--- src/design/elevation_cut_rcs_binner_assert.svh ---
// assertion macros shared by the elevation cut binner modules
`ifndef ELEVATION_CUT_RCS_BINNER_ASSERT_SVH
`define ELEVATION_CUT_RCS_BINNER_ASSERT_SVH
`ifndef SYNTHESIS
`define ECRB_ASSERT(label, prop, msg) \
  label: assert property (@(posedge clk) disable iff (rst) (prop)) else $error(msg);
`define ECRB_ASSERT_IMPL(label, ante, cons, msg) \
  label: assert property (@(posedge clk) disable iff (rst) (ante) |-> (cons)) else $error(msg);
`else
`define ECRB_ASSERT(label, prop, msg)
`define ECRB_ASSERT_IMPL(label, ante, cons, msg)
`endif
`endif

--- src/design/ecrb_pkg.sv ---
// shared types, constants and tables of the elevation cut binner
`timescale 1ns / 1ps
package ecrb_pkg;

  localparam int NUM_BINS     = 360;
  localparam int CORDIC_STEPS = 16;
  localparam int BIN_W        = $clog2(NUM_BINS);
  localparam int CNT_W        = (BIN_W > 6) ? BIN_W : 6;
  localparam int SUM_W        = 48;
  localparam int HITS_W       = 24;
  localparam int RAM_W        = SUM_W + HITS_W;
  localparam int CW           = 36;
  localparam int AW           = 27;
  localparam int DIV_STEPS    = SUM_W;
  localparam int SQ_STEPS     = 16;

  localparam logic [1:0] REG_AZ_OFF   = 2'd0;
  localparam logic [1:0] REG_HALF_W   = 2'd1;
  localparam logic [1:0] REG_DB_FLOOR = 2'd2;
  localparam logic [1:0] REG_MIN_INT  = 2'd3;

  typedef struct packed {
    logic signed [15:0] az_off;
    logic [14:0]        half_w;
    logic signed [15:0] db_floor;
    logic [31:0]        min_int;
  } cfg_t;

  typedef struct packed {
    logic             load;
    logic             az_start;
    logic             el_start;
    logic             cstep;
    logic             az_save;
    logic             el_save;
    logic             filt;
    logic             binq;
    logic             binc;
    logic             rd_bin;
    logic             rd_rb;
    logic             rcap;
    logic             div_step;
    logic             norm_start;
    logic             norm_step;
    logic             sq_init;
    logic             sq_step;
    logic             scale;
    logic             res_floor;
    logic             res_log;
    logic             clr_we;
    logic             upd_we;
    logic [CNT_W-1:0] idx;
  } cmd_t;

  typedef struct packed {
    logic is_read;
    logic drop;
    logic rb_ok;
    logic keep;
    logic cnt_nz;
    logic mean_gt;
    logic t_top;
  } stat_t;

  // arctangent of 2^-i in 2^-16 degree units
  function automatic logic signed [AW-1:0] atan_q16(input logic [4:0] i);
    logic signed [AW-1:0] r;
    case (i)
      5'd0:  r = 27'sd2949120;
      5'd1:  r = 27'sd1740967;
      5'd2:  r = 27'sd919879;
      5'd3:  r = 27'sd466945;
      5'd4:  r = 27'sd234379;
      5'd5:  r = 27'sd117304;
      5'd6:  r = 27'sd58666;
      5'd7:  r = 27'sd29335;
      5'd8:  r = 27'sd14668;
      5'd9:  r = 27'sd7334;
      5'd10: r = 27'sd3667;
      5'd11: r = 27'sd1833;
      5'd12: r = 27'sd917;
      5'd13: r = 27'sd458;
      5'd14: r = 27'sd229;
      5'd15: r = 27'sd115;
      5'd16: r = 27'sd57;
      5'd17: r = 27'sd29;
      5'd18: r = 27'sd14;
      5'd19: r = 27'sd7;
      5'd20: r = 27'sd4;
      5'd21: r = 27'sd2;
      5'd22: r = 27'sd1;
      default: r = 27'sd0;
    endcase
    return r;
  endfunction

endpackage

--- src/design/ecrb_ctrl.sv ---
// sequencing state machine of the elevation cut binner
`timescale 1ns / 1ps
module ecrb_ctrl (
  input  logic           clk,
  input  logic           rst,
  input  logic           in_valid,
  output logic           in_stall,
  output logic           out_valid,
  input  logic           out_stall,
  input  ecrb_pkg::stat_t st,
  output ecrb_pkg::cmd_t  cmd
);
  import ecrb_pkg::*;
  `include "elevation_cut_rcs_binner_assert.svh"

  localparam logic [4:0] S_CLEAR = 5'd0;
  localparam logic [4:0] S_IDLE  = 5'd1;
  localparam logic [4:0] S_DISP  = 5'd2;
  localparam logic [4:0] S_AZ    = 5'd3;
  localparam logic [4:0] S_AZEND = 5'd4;
  localparam logic [4:0] S_EL    = 5'd5;
  localparam logic [4:0] S_ELEND = 5'd6;
  localparam logic [4:0] S_FILT  = 5'd7;
  localparam logic [4:0] S_BINQ  = 5'd8;
  localparam logic [4:0] S_BINC  = 5'd9;
  localparam logic [4:0] S_RDA   = 5'd10;
  localparam logic [4:0] S_UPD   = 5'd11;
  localparam logic [4:0] S_RRD   = 5'd12;
  localparam logic [4:0] S_RCAP  = 5'd13;
  localparam logic [4:0] S_DIV   = 5'd14;
  localparam logic [4:0] S_MCMP  = 5'd15;
  localparam logic [4:0] S_NORM  = 5'd16;
  localparam logic [4:0] S_SQ    = 5'd17;
  localparam logic [4:0] S_SCALE = 5'd18;
  localparam logic [4:0] S_FIN   = 5'd19;
  localparam logic [4:0] S_RESF  = 5'd20;

  logic [4:0]       state, state_next;
  logic [CNT_W-1:0] cnt, cnt_next;
  logic             out_free;

  assign out_free = !out_valid || !out_stall;
  assign in_stall = (state != S_IDLE);

  always_comb begin
    state_next = state;
    cnt_next   = cnt;
    cmd        = '0;
    cmd.idx    = cnt;
    case (state)
      S_CLEAR: begin
        cmd.clr_we = 1'b1;
        if (cnt == CNT_W'(NUM_BINS - 1)) begin
          cnt_next   = '0;
          state_next = S_IDLE;
        end else begin
          cnt_next = cnt + 1'b1;
        end
      end
      S_IDLE: begin
        if (in_valid) begin
          cmd.load   = 1'b1;
          state_next = S_DISP;
        end
      end
      S_DISP: begin
        cnt_next = '0;
        if (st.is_read) begin
          state_next = st.rb_ok ? S_RRD : S_RESF;
        end else if (st.drop) begin
          state_next = S_IDLE;
        end else begin
          cmd.az_start = 1'b1;
          state_next   = S_AZ;
        end
      end
      S_AZ: begin
        cmd.cstep = 1'b1;
        if (cnt == CNT_W'(CORDIC_STEPS - 1)) begin
          cnt_next   = '0;
          state_next = S_AZEND;
        end else begin
          cnt_next = cnt + 1'b1;
        end
      end
      S_AZEND: begin
        cmd.az_save  = 1'b1;
        cmd.el_start = 1'b1;
        state_next   = S_EL;
      end
      S_EL: begin
        cmd.cstep = 1'b1;
        if (cnt == CNT_W'(CORDIC_STEPS - 1)) begin
          cnt_next   = '0;
          state_next = S_ELEND;
        end else begin
          cnt_next = cnt + 1'b1;
        end
      end
      S_ELEND: begin
        cmd.el_save = 1'b1;
        state_next  = S_FILT;
      end
      S_FILT: begin
        cmd.filt   = 1'b1;
        state_next = S_BINQ;
      end
      S_BINQ: begin
        if (st.keep) begin
          cmd.binq   = 1'b1;
          state_next = S_BINC;
        end else begin
          state_next = S_IDLE;
        end
      end
      S_BINC: begin
        cmd.binc   = 1'b1;
        state_next = S_RDA;
      end
      S_RDA: begin
        cmd.rd_bin = 1'b1;
        state_next = S_UPD;
      end
      S_UPD: begin
        cmd.upd_we = 1'b1;
        state_next = S_IDLE;
      end
      S_RRD: begin
        cmd.rd_rb  = 1'b1;
        state_next = S_RCAP;
      end
      S_RCAP: begin
        cmd.rcap   = 1'b1;
        cnt_next   = '0;
        state_next = st.cnt_nz ? S_DIV : S_RESF;
      end
      S_DIV: begin
        cmd.div_step = 1'b1;
        if (cnt == CNT_W'(DIV_STEPS - 1)) begin
          cnt_next   = '0;
          state_next = S_MCMP;
        end else begin
          cnt_next = cnt + 1'b1;
        end
      end
      S_MCMP: begin
        if (st.mean_gt) begin
          cmd.norm_start = 1'b1;
          state_next     = S_NORM;
        end else begin
          state_next = S_RESF;
        end
      end
      S_NORM: begin
        if (st.t_top) begin
          cmd.sq_init = 1'b1;
          cnt_next    = '0;
          state_next  = S_SQ;
        end else begin
          cmd.norm_step = 1'b1;
        end
      end
      S_SQ: begin
        cmd.sq_step = 1'b1;
        if (cnt == CNT_W'(SQ_STEPS - 1)) begin
          cnt_next   = '0;
          state_next = S_SCALE;
        end else begin
          cnt_next = cnt + 1'b1;
        end
      end
      S_SCALE: begin
        cmd.scale  = 1'b1;
        state_next = S_FIN;
      end
      S_FIN: begin
        if (out_free) begin
          cmd.res_log = 1'b1;
          state_next  = S_IDLE;
        end
      end
      S_RESF: begin
        if (out_free) begin
          cmd.res_floor = 1'b1;
          state_next    = S_IDLE;
        end
      end
      default: begin
        state_next = S_IDLE;
      end
    endcase
  end

  always_ff @(posedge clk) begin
    if (rst) begin
      state     <= S_CLEAR;
      cnt       <= '0;
      out_valid <= 1'b0;
    end else begin
      state     <= state_next;
      cnt       <= cnt_next;
      out_valid <= (out_valid && out_stall) || cmd.res_log || cmd.res_floor;
    end
  end

  `ECRB_ASSERT_IMPL(a_res_slot_free, cmd.res_log || cmd.res_floor, out_free, "result overwrote a pending one")
  `ECRB_ASSERT_IMPL(a_clear_range, state == S_CLEAR, int'(cnt) < NUM_BINS, "clear address out of range")
endmodule

--- config.mk ---
export PLATFORM = sky130hd
export DESIGN_NAME = ecrb_ctrl
export DESIGN_NICKNAME = d
export VERILOG_FILES = /design/src/design/ecrb_pkg.sv /design/src/design/ecrb_ctrl.sv
export VERILOG_INCLUDE_DIRS = /design/src /design/src/design
export SDC_FILE = /design/constraint.sdc
export NUM_CORES = 1
export LEC_CHECK = 0
export BUFFER_PORTS_ARGS = -buffer_cell sky130_fd_sc_hd__buf_2
export CAP_MARGIN = 20
export CORE_ASPECT_RATIO = 0.6
export CORE_MARGIN = 1
export CORE_UTILIZATION = 30
export DETAILED_ROUTE_END_ITERATION = 12
export SYNTH_ARGS = -nofsm -noshare
export SYNTH_HDL_FRONTEND = slang
export SYNTH_SLANG_ARGS = --single-unit
--- constraint.sdc ---
create_clock -name clk -period 2.4 [get_ports clk]
set_clock_uncertainty 0.15 [all_clocks]
set_input_delay 0.12 -clock clk [delete_from_list [all_inputs] [get_ports clk]]
set_output_delay 0.12 -clock clk [all_outputs]
set_load 0.05 [all_outputs]
==> impl_results.md, run 1 <==
* Status: complete, no violations
* Avg WL per Cell at 15.2 um
* Post-Route WL at between 4000 and 5000 um
* Maxcap violations at 0
* Critical Path AT at around 2.2 ns
* Max VDD drop at around 0.26 mV
* Asr flop ratio synth at 0%
* Area contributors post-synth: dfxtp_1 20%, a21oi_1 5.5%, nand2_1 5.4%
* Filler cells at 487
* Die X at 92.3 um
* CP cell instances: ha_2 > and4bb_2 > a2111oi_1 > a311oi_1 > o211a_2 > mux2i_1
* Required @ worst endpoint at roughly 2.4 ns
* # nets final at 260
* Drt via density at between 5 and 6
* Worst R2R End: state[2]$_SDFFE_PP0P_
* CP delay by family, top: compound AO/OA/AOI/OAI gates
* DIE AREA at approximately 5200 um2
* # port buffers at 43
* Initial Util at around a third
* Ports at between 40 and 50
* Crit-path slowest cell: a311oi_1
* Post-Syn Instances at between 200 and 250
* Cts hold-fix bufs at 0
* Final Non-Filler Cells at 310
* Synthesis-to-finish area growth at 27.2%
* Clock sink count at 15
* Most common cell after layout, fill and taps aside: buf_2
* Multi-input logic area at ~1100 um2
* Worst setup margin at about 0.19 ns
* Flop2flop setup slack at about 0.19 ns
* Buf/Inv on CP at 0
* Cell variety after synth at 57
* Seq cells post-synth at 15
* CTS resizes at 0
* Pwr/cell area at just under 400 nW/um2
* CTS tree: yes
* Reg-to-Reg Start: cnt[1]$_SDFFE_PP0P_
* Post-Place Cells at 306
* Crit path launch: cnt[1]$_SDFFE_PP0P_
* Register area share after synthesis at ~20%
* Post-synth top area cell: dfxtp_1
* Pleak at roughly 0.74 nW
* Syn. warnings at 0
* Cell Area, Synth at about 1500 um2
* Antenna violations before repair at 0
* Ant diodes at 0
* Initial DRC Count at 93
* TritonCTS Buffers at 3
* Tmin final at around 2.2 ns
* Rows at 19
* Detail Route Antenna Nets at 0
* Post-DP HPWL at about 3700 um
* CP peak stage delay at 0.42 ns
* Residual DRC count at 0
* Clock Latency Late Sink at between 0.2 and 0.3 ns
* Layout cell share with drive strength beyond 1 at about 34%
* Root buffer cell: clkbuf_8
* Max-slew violations at 0
* Overflow after GRT at 0
* H-tree lvl count at 1
* WS Path Type: reg2reg
* Mean post-synth cell area at ~7.3 um2
* Slew @ Worst Pin at about 0.56 ns
* Predominant post-synthesis flop cell: dfxtp_1
* Max Fanout on Critical Path at 4
* Most frequent cells in the layout: 43 x buf_2, 21 x nand2_1, 19 x nor2_1
* Register area at a little over 300 um2
* Hold Path Class: in2reg
* Die height at 56.2 um
* First-pass GRT wire length at ~7800 um
* Routability cong. at 0.871
* Critical path launch point type: register
* Post-synth EDFFs at 0
* Worst path depth at 6
* Critical path endpoint category: register
* Area share of the largest cell type after synthesis at about a fifth
* Worst-path clk slew at around 0.060 ns
* Critical path capture point: state[2]$_SDFFE_PP0P_
* Vias in the first global route at ~1.5k
* Achievable frequency at 452 MHz
* Setup violators final at 0
* Core Box Area at ~4600 um2
* Place WS at between 0.15 and 0.2 ns
* Setup Fix Bufs, Post-CTS at 0
* Final hold viol count at 0
* Largest net degree at the start of global routing at 21
* Slew margin rel. at 62.7%
* Overall routing resource usage at 19.2%
* Synth Net Count at ~210
* First-pass DRT Iterations at 4
* Period utilization at 92.2%
* CTS max path bufs at 2
* Reg2reg path depth at 6
* RSZ-0062 raised after global routing: no
* Total number of vias at around 1.7k
## state kept, by name (all words and copies together) (netlist names)
name,count
state,5
cnt,9
out_valid,1
## layer usage
layer,GRT usage [%],share of wire [%],vias to the layer above
met2,22.9,36,70
met1,33.2,55,786
met5,0,0,-
li1,-,-,836
met4,2.68,0.28,0
met3,3.96,8.4,2
## cells in the mapped netlist, types with 3 or more instances
| master | count |
|---|---|
| a21oi_1 | 16 |
| a31oi_1 | 3 |
| buf_2 | 8 |
| buf_4 | 4 |
| clkbuf_1 | 3 |
| dfxtp_1 | 15 |
| inv_1 | 7 |
| mux2i_1 | 7 |
| nand2_1 | 21 |
| nand2b_1 | 9 |
| nand3_1 | 7 |
| nor2_1 | 19 |
| nor2b_1 | 3 |
| nor3_1 | 10 |
| o211ai_1 | 3 |
| o21a_1 | 3 |
| o21ai_0 | 7 |
| or3_1 | 4 |
## worst min-delay path by stage
stage / start / slack, ns / to / cells after the start
after detailed placement: st[4] / 0.30 / state[3]$_SDFFE_PP0P_ / 3
after global routing: rst / 0.04 / cnt[2]$_SDFFE_PP0P_ / 2
final: st[4] / 0.03 / state[3]$_SDFFE_PP0P_ / 3
after global placement: st[4] / 0.28 / state[3]$_SDFFE_PP0P_ / 3
after floorplan: st[4] / 0.16 / state[3]$_SDFFE_PP0P_ / 2
after CTS: rst / 0.03 / cnt[2]$_SDFFE_PP0P_ / 2
## cell families (layout without fill, tap and decap cells)
kind of cell / count (synthesis) / count (layout) / synth area share [%]
DFF: 15 / 15 / 20.4
AOI/OAI and AO/OA: 59 / 59 / 31.0
muxes: 7 / 7 / 4.77
buffers and inverters: 25 / 71 / 8.09
adders and majority gates: 1 / 1 / 0.852
and+or+nand+nor: 93 / 93 / 33.7
xor gates and xnor gates: 1 / 1 / 1.11
## worst min-delay path: cells and delay by family
kind            cells  cell delay [ns]
buf+inv             1             0.09
compound gates      2             0.19
## power breakdown
group          internal, mW  switching, mW
Clock                 0.118         0.0985
Combinational        0.0857          0.156
Sequential            0.262         0.0136
## area by class of cell
cell class              instances  area share [%]
multi-input cells             161            57.6
repair buffers                 59            18.0
flip-flops and latches         15            16.2
well taps                      63            4.22
clock buffers                   4            2.41
inverters                       8            1.61
## metrics by stage
step / setup TNS [ns] / total power, mW / hold slack [ns] / cell area [um2] / utilization [%]
after global placement: 0 / 0.521 / 0.283 / 1820 / 39.2
after global routing: 0 / 0.777 / 0.0428 / 1870 / 40.3
final: 0 / 0.735 / 0.0284 / 1870 / 40.3
after CTS: 0 / 0.732 / 0.0338 / 1860 / 40.2
after floorplan: -0.0477 / 0.458 / 0.164 / 1490 / -
after detailed placement: 0 / 0.519 / 0.297 / 1820 / 39.2
No activity file was read; power rests on OpenSTA's default activity.
==> inputs of run 2 (changes only) <==
==> constraint.sdc (replaced) <==
create_clock -name clk -period 2.5 [get_ports clk]
set_clock_uncertainty 0.15 [all_clocks]
set_input_delay 0.125 -clock clk [delete_from_list [all_inputs] [get_ports clk]]
set_output_delay 0.125 -clock clk [all_outputs]
set_load 0.05 [all_outputs]
==> impl_results.md, run 2 (synthesis gave the netlist of run 1 again) <==
* H-tree lvl count at 1 (unchanged)
* Post-DP HPWL at 3550 um (was 3710 um)
* Status: complete, no violations (unchanged)
* Critical path endpoint category: register (unchanged)
* Max-slew violations at 0 (unchanged)
* Pwr/cell area at 382 nW/um2 (was 393 nW/um2)
* CP delay by family, top: compound AO/OA/AOI/OAI gates (unchanged)
* CTS resizes at 0 (unchanged)
* Avg WL per Cell at 15.0 um (was 15.2 um)
* Slew @ Worst Pin at 0.456 ns (was 0.559 ns)
* # nets final at 255 (was 260)
* Max layer used: met4 (unchanged)
* Filler cells at 505 (was 487)
* Setup Fix Bufs, Post-CTS at 0 (unchanged)
* M1 wire length at 2490 um (was 2600 um)
* CTS tree: yes (unchanged)
* WS Path Type: reg2reg (unchanged)
* Ports at 44 (unchanged)
* Largest net degree at the start of global routing at 17 (was 21)
* Final hold viol count at 0 (unchanged)
* Pleak at 0.727 nW (was 0.744 nW)
* Wire length on met2 at 1680 um (was 1700 um)
* Max reg flops at 9 (unchanged)
* Clock sink count at 15 (unchanged)
* Buf/Inv on CP at 1 (was 0)
* Most common cell after layout, fill and taps aside: buf_2 (unchanged)
* Clock Latency Late Sink at 0.25 ns (about the same)
* First-pass DRT Iterations at 4 (unchanged)
* Synthesis-to-finish area growth at 24.3% (was 27.2%)
* First-pass GRT wire length at 7680 um (was 7790 um)
* Worst setup margin at 0.201 ns (was 0.187 ns)
* Top Registers: cnt: 9 flops, state: 5 flops, out_valid: 1 flops (unchanged)
* Core Box Area at 4640 um2 (unchanged)
* Final Non-Filler Cells at 305 (was 310)
* Ant diodes at 0 (unchanged)
* # port buffers at 43 (unchanged)
* Worst-path clk slew at 0.07 ns (was 0.06 ns)
* Initial DRC Count at 166 (was 93)
* Tmin final at 2.30 ns (was 2.21 ns)
* Setup violators final at 0 (unchanged)
* Post-Route WL at 4580 um (was 4710 um)
* Cts hold-fix bufs at 0 (unchanged)
* Crit-path slowest cell: dfxtp_1 (was a311oi_1)
* Period utilization at 92.0% (was 92.2%)
* Required @ worst endpoint at 2.47 ns (was 2.43 ns)
* Slew margin rel. at 69.4% (was 62.7%)
* Critical Path AT at 2.27 ns (was 2.24 ns)
* Setup TNS at 0 ns (unchanged)
* Max VDD drop at 0.183 mV (was 0.256 mV)
* Layout cell share with drive strength beyond 1 at 31.4% (was 33.6%)
* DIE AREA at 5190 um2 (unchanged)
* Maxcap violations at 0 (unchanged)
* Pwr Total at 0.698 mW (was 0.735 mW)
* Achievable frequency at 435 MHz (was 452 MHz)
* Overflow after GRT at 0 (unchanged)
* Max Fanout on Critical Path at 14 (was 4)
* Vias in the first global route at 1449 (was 1450)
* Drt via density at 5.37 (was 5.46)
* Die height at 56.2 um (unchanged)
* Routability cong. at 0.907 (was 0.871)
* WL met3 at 388 um (was 393 um)
* Most frequent cells in the layout: 43 x buf_2, 21 x nand2_1, 19 x nor2_1 (unchanged)
* Critical path launch point type: register (unchanged)
* Hold Path Class: in2reg (unchanged)
* Post-Place Cells at 301 (was 306)
* CP cell instances: buf_4 > nand2b_1 > a2111oi_4 > o32a_2 > o31ai_2 > a21oi_1 (was ha_2 > and4bb_2 > a2111oi_1 > a311oi_1 > o211a_2 > mux2i_1)
* Initial Util at 31.7% (unchanged)
* CTS max path bufs at 2 (unchanged)
* RSZ-0062 raised after global routing: no (unchanged)
* Die X at 92.3 um (unchanged)
* TritonCTS Buffers at 3 (unchanged)
* Rows at 19 (unchanged)
* Detail Route Antenna Nets at 0 (unchanged)
* Place WS at 0.246 ns (was 0.156 ns)
* Total number of vias at 1639 (was 1694)
* Root buffer cell: clkbuf_8 (unchanged)
* CP peak stage delay at 0.60 ns (was 0.42 ns)
* Residual DRC count at 0 (unchanged)
* Overall routing resource usage at 18.9% (was 19.2%)
* Antenna violations before repair at 0 (unchanged)
* Largest Register: cnt (unchanged)
==> run 2: changes by cell type in the layout (fill, tap and decap cells not counted), sizes merged <==
cell,change
buf,-5
clkbuf,-1
clkinv,+1
==> run 2: area by class of cell <==
type,instances,area [um2],share of cell area (%)
inverters,8,30.0,1.64
clock buffers,3,41.3,2.26
clock inverters,1,5.00,0.274
well taps,63,78.8,4.32
flip-flops and latches,15,300,16.4
multi-input cells,161,1070,58.7
repair buffers,54,298,16.3
==> run 2: final timing paths <==
check / slack [ns] / from / cells after the start / endpoint
worst max-delay path: 0.20 / state[3]$_SDFFE_PP0P_ / 6 / cnt[8]$_SDFFE_PP0P_
worst min-delay path: 0.02 / st[4] / 3 / state[3]$_SDFFE_PP0P_
worst max register to register: 0.20 / state[3]$_SDFFE_PP0P_ / 6 / cnt[8]$_SDFFE_PP0P_
worst min register to register: 0.36 / cnt[1]$_SDFFE_PP0P_ / 2 / cnt[1]$_SDFFE_PP0P_
==> run 2: layer usage <==
metal | up-vias | GRT usage (%)
met5 | - | 0
met4 | 0 | 3.13
met3 | 2 | 4.64
met2 | 65 | 21.6
met1 | 748 | 32.7
li1 | 824 | -
==> run 2: where the power goes <==
part,total [mW],internal (mW),switching [mW]
combinational,0.227,0.0780,0.149
clock,0.203,0.110,0.0924
sequential,0.268,0.251,0.0164
==> run 2: stage by stage <==
step / utilization [%] / hold slack [ns] / cell area (um2)
after floorplan: - / 0.169 / 1490
after global placement: 38.4 / 0.289 / 1780
after detailed placement: 38.4 / 0.283 / 1780
after CTS: 39.4 / 0.0230 / 1830
after global routing: 39.4 / 0.0557 / 1830
final: 39.4 / 0.0233 / 1830
==> run 2: worst reg2reg max path, cell delays in order (launching register included) <==
cell,delay [ns]
dfxtp_1,0.60
buf_4,0.29
nand2b_1,0.29
a2111oi_4,0.07
o32a_2,0.25
o31ai_2,0.45
a21oi_1,0.08
==> inputs of run 3 (changes only) <==
--- a/config.mk
+++ b/config.mk
@@ -9,9 +9,10 @@
 export BUFFER_PORTS_ARGS = -buffer_cell sky130_fd_sc_hd__buf_2
 export CAP_MARGIN = 20
 export CORE_ASPECT_RATIO = 0.6
-export CORE_MARGIN = 1
 export CORE_UTILIZATION = 30
+export CTS_CLUSTER_DIAMETER = 30
 export DETAILED_ROUTE_END_ITERATION = 12
+export MAX_ROUTING_LAYER = met4
 export SYNTH_ARGS = -nofsm -noshare
 export SYNTH_HDL_FRONTEND = slang
 export SYNTH_SLANG_ARGS = --single-unit
==> impl_results.md, run 3 (synthesis gave the netlist of run 1 again) <==
* TritonCTS Buffers at 3 (unchanged)
* Largest net degree at the start of global routing at 21 (was 17)
* Reg2reg path depth at 6 (unchanged)
* Hold Path Class: in2reg (unchanged)
* Period utilization at 91.3% (was 92.0%)
* Critical path launch point type: register (unchanged)
* DIE AREA at 5190 um2 (unchanged)
* Pwr/cell area at 378 nW/um2 (was 382 nW/um2)
* Root buffer cell: clkbuf_8 (unchanged)
* Crit path launch: state[3]$_SDFFE_PP0P_ (unchanged)
* Placed Instance Area at 1780 um2 (unchanged)
* Detail Route Antenna Nets at 0 (unchanged)
* Layout cell share with drive strength beyond 1 at 31.0% (was 31.4%)
* Flop2flop setup slack at 0.22 ns (was 0.20 ns)
* First-pass GRT wire length at 7370 um (was 7680 um)
* Max-slew violations at 0 (unchanged)
* Max reg flops at 9 (unchanged)
* Reg-to-Reg Start: state[3]$_SDFFE_PP0P_ (unchanged)
* Tmin final at 2.28 ns (was 2.30 ns)
* WS Path Type: reg2reg (unchanged)
* Avg WL per Cell at 15.0 um (about the same)
* Final hold viol count at 0 (unchanged)
* Achievable frequency at 438 MHz (was 435 MHz)
* Final Non-Filler Cells at 305 (unchanged)
* Routability cong. at 0.881 (was 0.907)
* Rows at 19 (unchanged)
* Pleak at 0.724 nW (was 0.727 nW)
* Vias in the first global route at 1456 (was 1449)
* Critical Path AT at 2.25 ns (was 2.27 ns)
* Initial DRC Count at 105 (was 166)
* Setup TNS at 0 ns (unchanged)
* Fin Hold WS at 0.0567 ns (was 0.0233 ns)
* Post-Place Cells at 301 (unchanged)
* Core Box Area at 4640 um2 (unchanged)
* Ant diodes at 0 (unchanged)
* Status: complete, no violations (unchanged)
* Clock Latency Late Sink at 0.25 ns (about the same)
* Worst-path clk slew at 0.06 ns (was 0.07 ns)
* Pwr Total at 0.690 mW (was 0.698 mW)
* Register area at 300 um2 (unchanged)
* CTS max path bufs at 2 (unchanged)
* Post-Route WL at 4580 um (about the same)
* Largest Register: cnt (unchanged)
* Residual DRC count at 0 (unchanged)
* First-pass DRT Iterations at 4 (unchanged)
* Post-DP HPWL at 3510 um (was 3550 um)
* Design area at 1820 um2 (was 1830 um2)
* Max Fanout on Critical Path at 14 (unchanged)
* Overflow after GRT at 0 (unchanged)
* H-tree lvl count at 1 (unchanged)
* Clock sink count at 15 (unchanged)
* Synthesis-to-finish area growth at 24.2% (was 24.3%)
* Setup violators final at 0 (unchanged)
* Required @ worst endpoint at 2.47 ns (about the same)
* Initial Util at 31.7% (unchanged)
* CTS resizes at 0 (unchanged)
* # port buffers at 43 (unchanged)
* Slew margin rel. at 68.4% (was 69.4%)
* Total number of vias at 1664 (was 1639)
* Overall routing resource usage at 18.4% (was 18.9%)
* Filler cells at 502 (was 505)
* Multi-input logic area at 1070 um2 (unchanged)
* RSZ-0062 raised after global routing: no (unchanged)
* Critical path capture point: cnt[5]$_SDFFE_PP0P_ (was cnt[8]$_SDFFE_PP0P_)
* Max VDD drop at 0.212 mV (was 0.183 mV)
* Slew @ Worst Pin at 0.473 ns (was 0.456 ns)
* Die height at 56.2 um (unchanged)
* Antenna violations before repair at 0 (unchanged)
* Setup Fix Bufs, Post-CTS at 0 (unchanged)
* Worst setup margin at 0.217 ns (was 0.201 ns)
* Cts hold-fix bufs at 0 (unchanged)
* Place WS at 0.263 ns (was 0.246 ns)
* # nets final at 255 (unchanged)
* Ports at 44 (unchanged)
* Most common cell after layout, fill and taps aside: buf_2 (unchanged)
* Drt via density at 5.46 (was 5.37)
* CTS tree: yes (unchanged)
* Die X at 92.3 um (unchanged)
* Worst R2R End: cnt[5]$_SDFFE_PP0P_ (was cnt[8]$_SDFFE_PP0P_)
* Most frequent cells in the layout: 43 x buf_2, 21 x nand2_1, 19 x nor2_1 (unchanged)
* Critical path endpoint category: register (unchanged)
* Top Registers: cnt: 9 flops, state: 5 flops, out_valid: 1 flops (unchanged)
* Maxcap violations at 0 (unchanged)
* Final design utilization at 39.4% (about the same)
## run 3: cell count changes in the layout (fill, tap and decap cells not counted)
cell and delta:
clkinv_2 -1, clkbuf_1 +1
## run 3: layer usage
layer	share of wire [%]	wire (um)	GRT usage, %	vias to the layer above
met5	0	0	-	-
met4	0.42	19	2.23	0
met3	7.1	324	4.92	4
met2	35	1600	22.3	70
met1	57	2630	29.5	766
li1	-	-	-	824
## run 3: where the power goes
group          switching, mW  internal (mW)
Clock                 0.0847          0.113
Combinational          0.148         0.0781
Sequential            0.0149          0.251
## run 3: cell type report
type / count / share of cell area, %
well taps: 63 / 4.32
repair buffers: 54 / 16.3
flip-flops and latches: 15 / 16.5
multi-input cells: 161 / 58.8
clock buffers: 4 / 2.47
inverters: 8 / 1.65
## run 3: how the worst min path moves through the flow
stage                            end  cells past startpoint  start  slack [ns]
3_5_place_dp   state[3]$_SDFFE_PP0P_                      3  st[4]        0.31
6_report         cnt[2]$_SDFFE_PP0P_                      2    rst        0.06
3_3_place_gp   state[3]$_SDFFE_PP0P_                      3  st[4]        0.30
5_1_grt          cnt[2]$_SDFFE_PP0P_                      2    rst        0.06
2_1_floorplan  state[3]$_SDFFE_PP0P_                      2  st[4]        0.17
4_1_cts          cnt[2]$_SDFFE_PP0P_                      2    rst        0.05
## run 3: worst max-delay path, stage by stage, from the launching register on
cell and delay (ns):
dfxtp_1 0.61, buf_4 0.29, nand2b_1 0.27, a2111oi_4 0.06
o32a_2 0.25, o31ai_2 0.43, a21oi_1 0.08
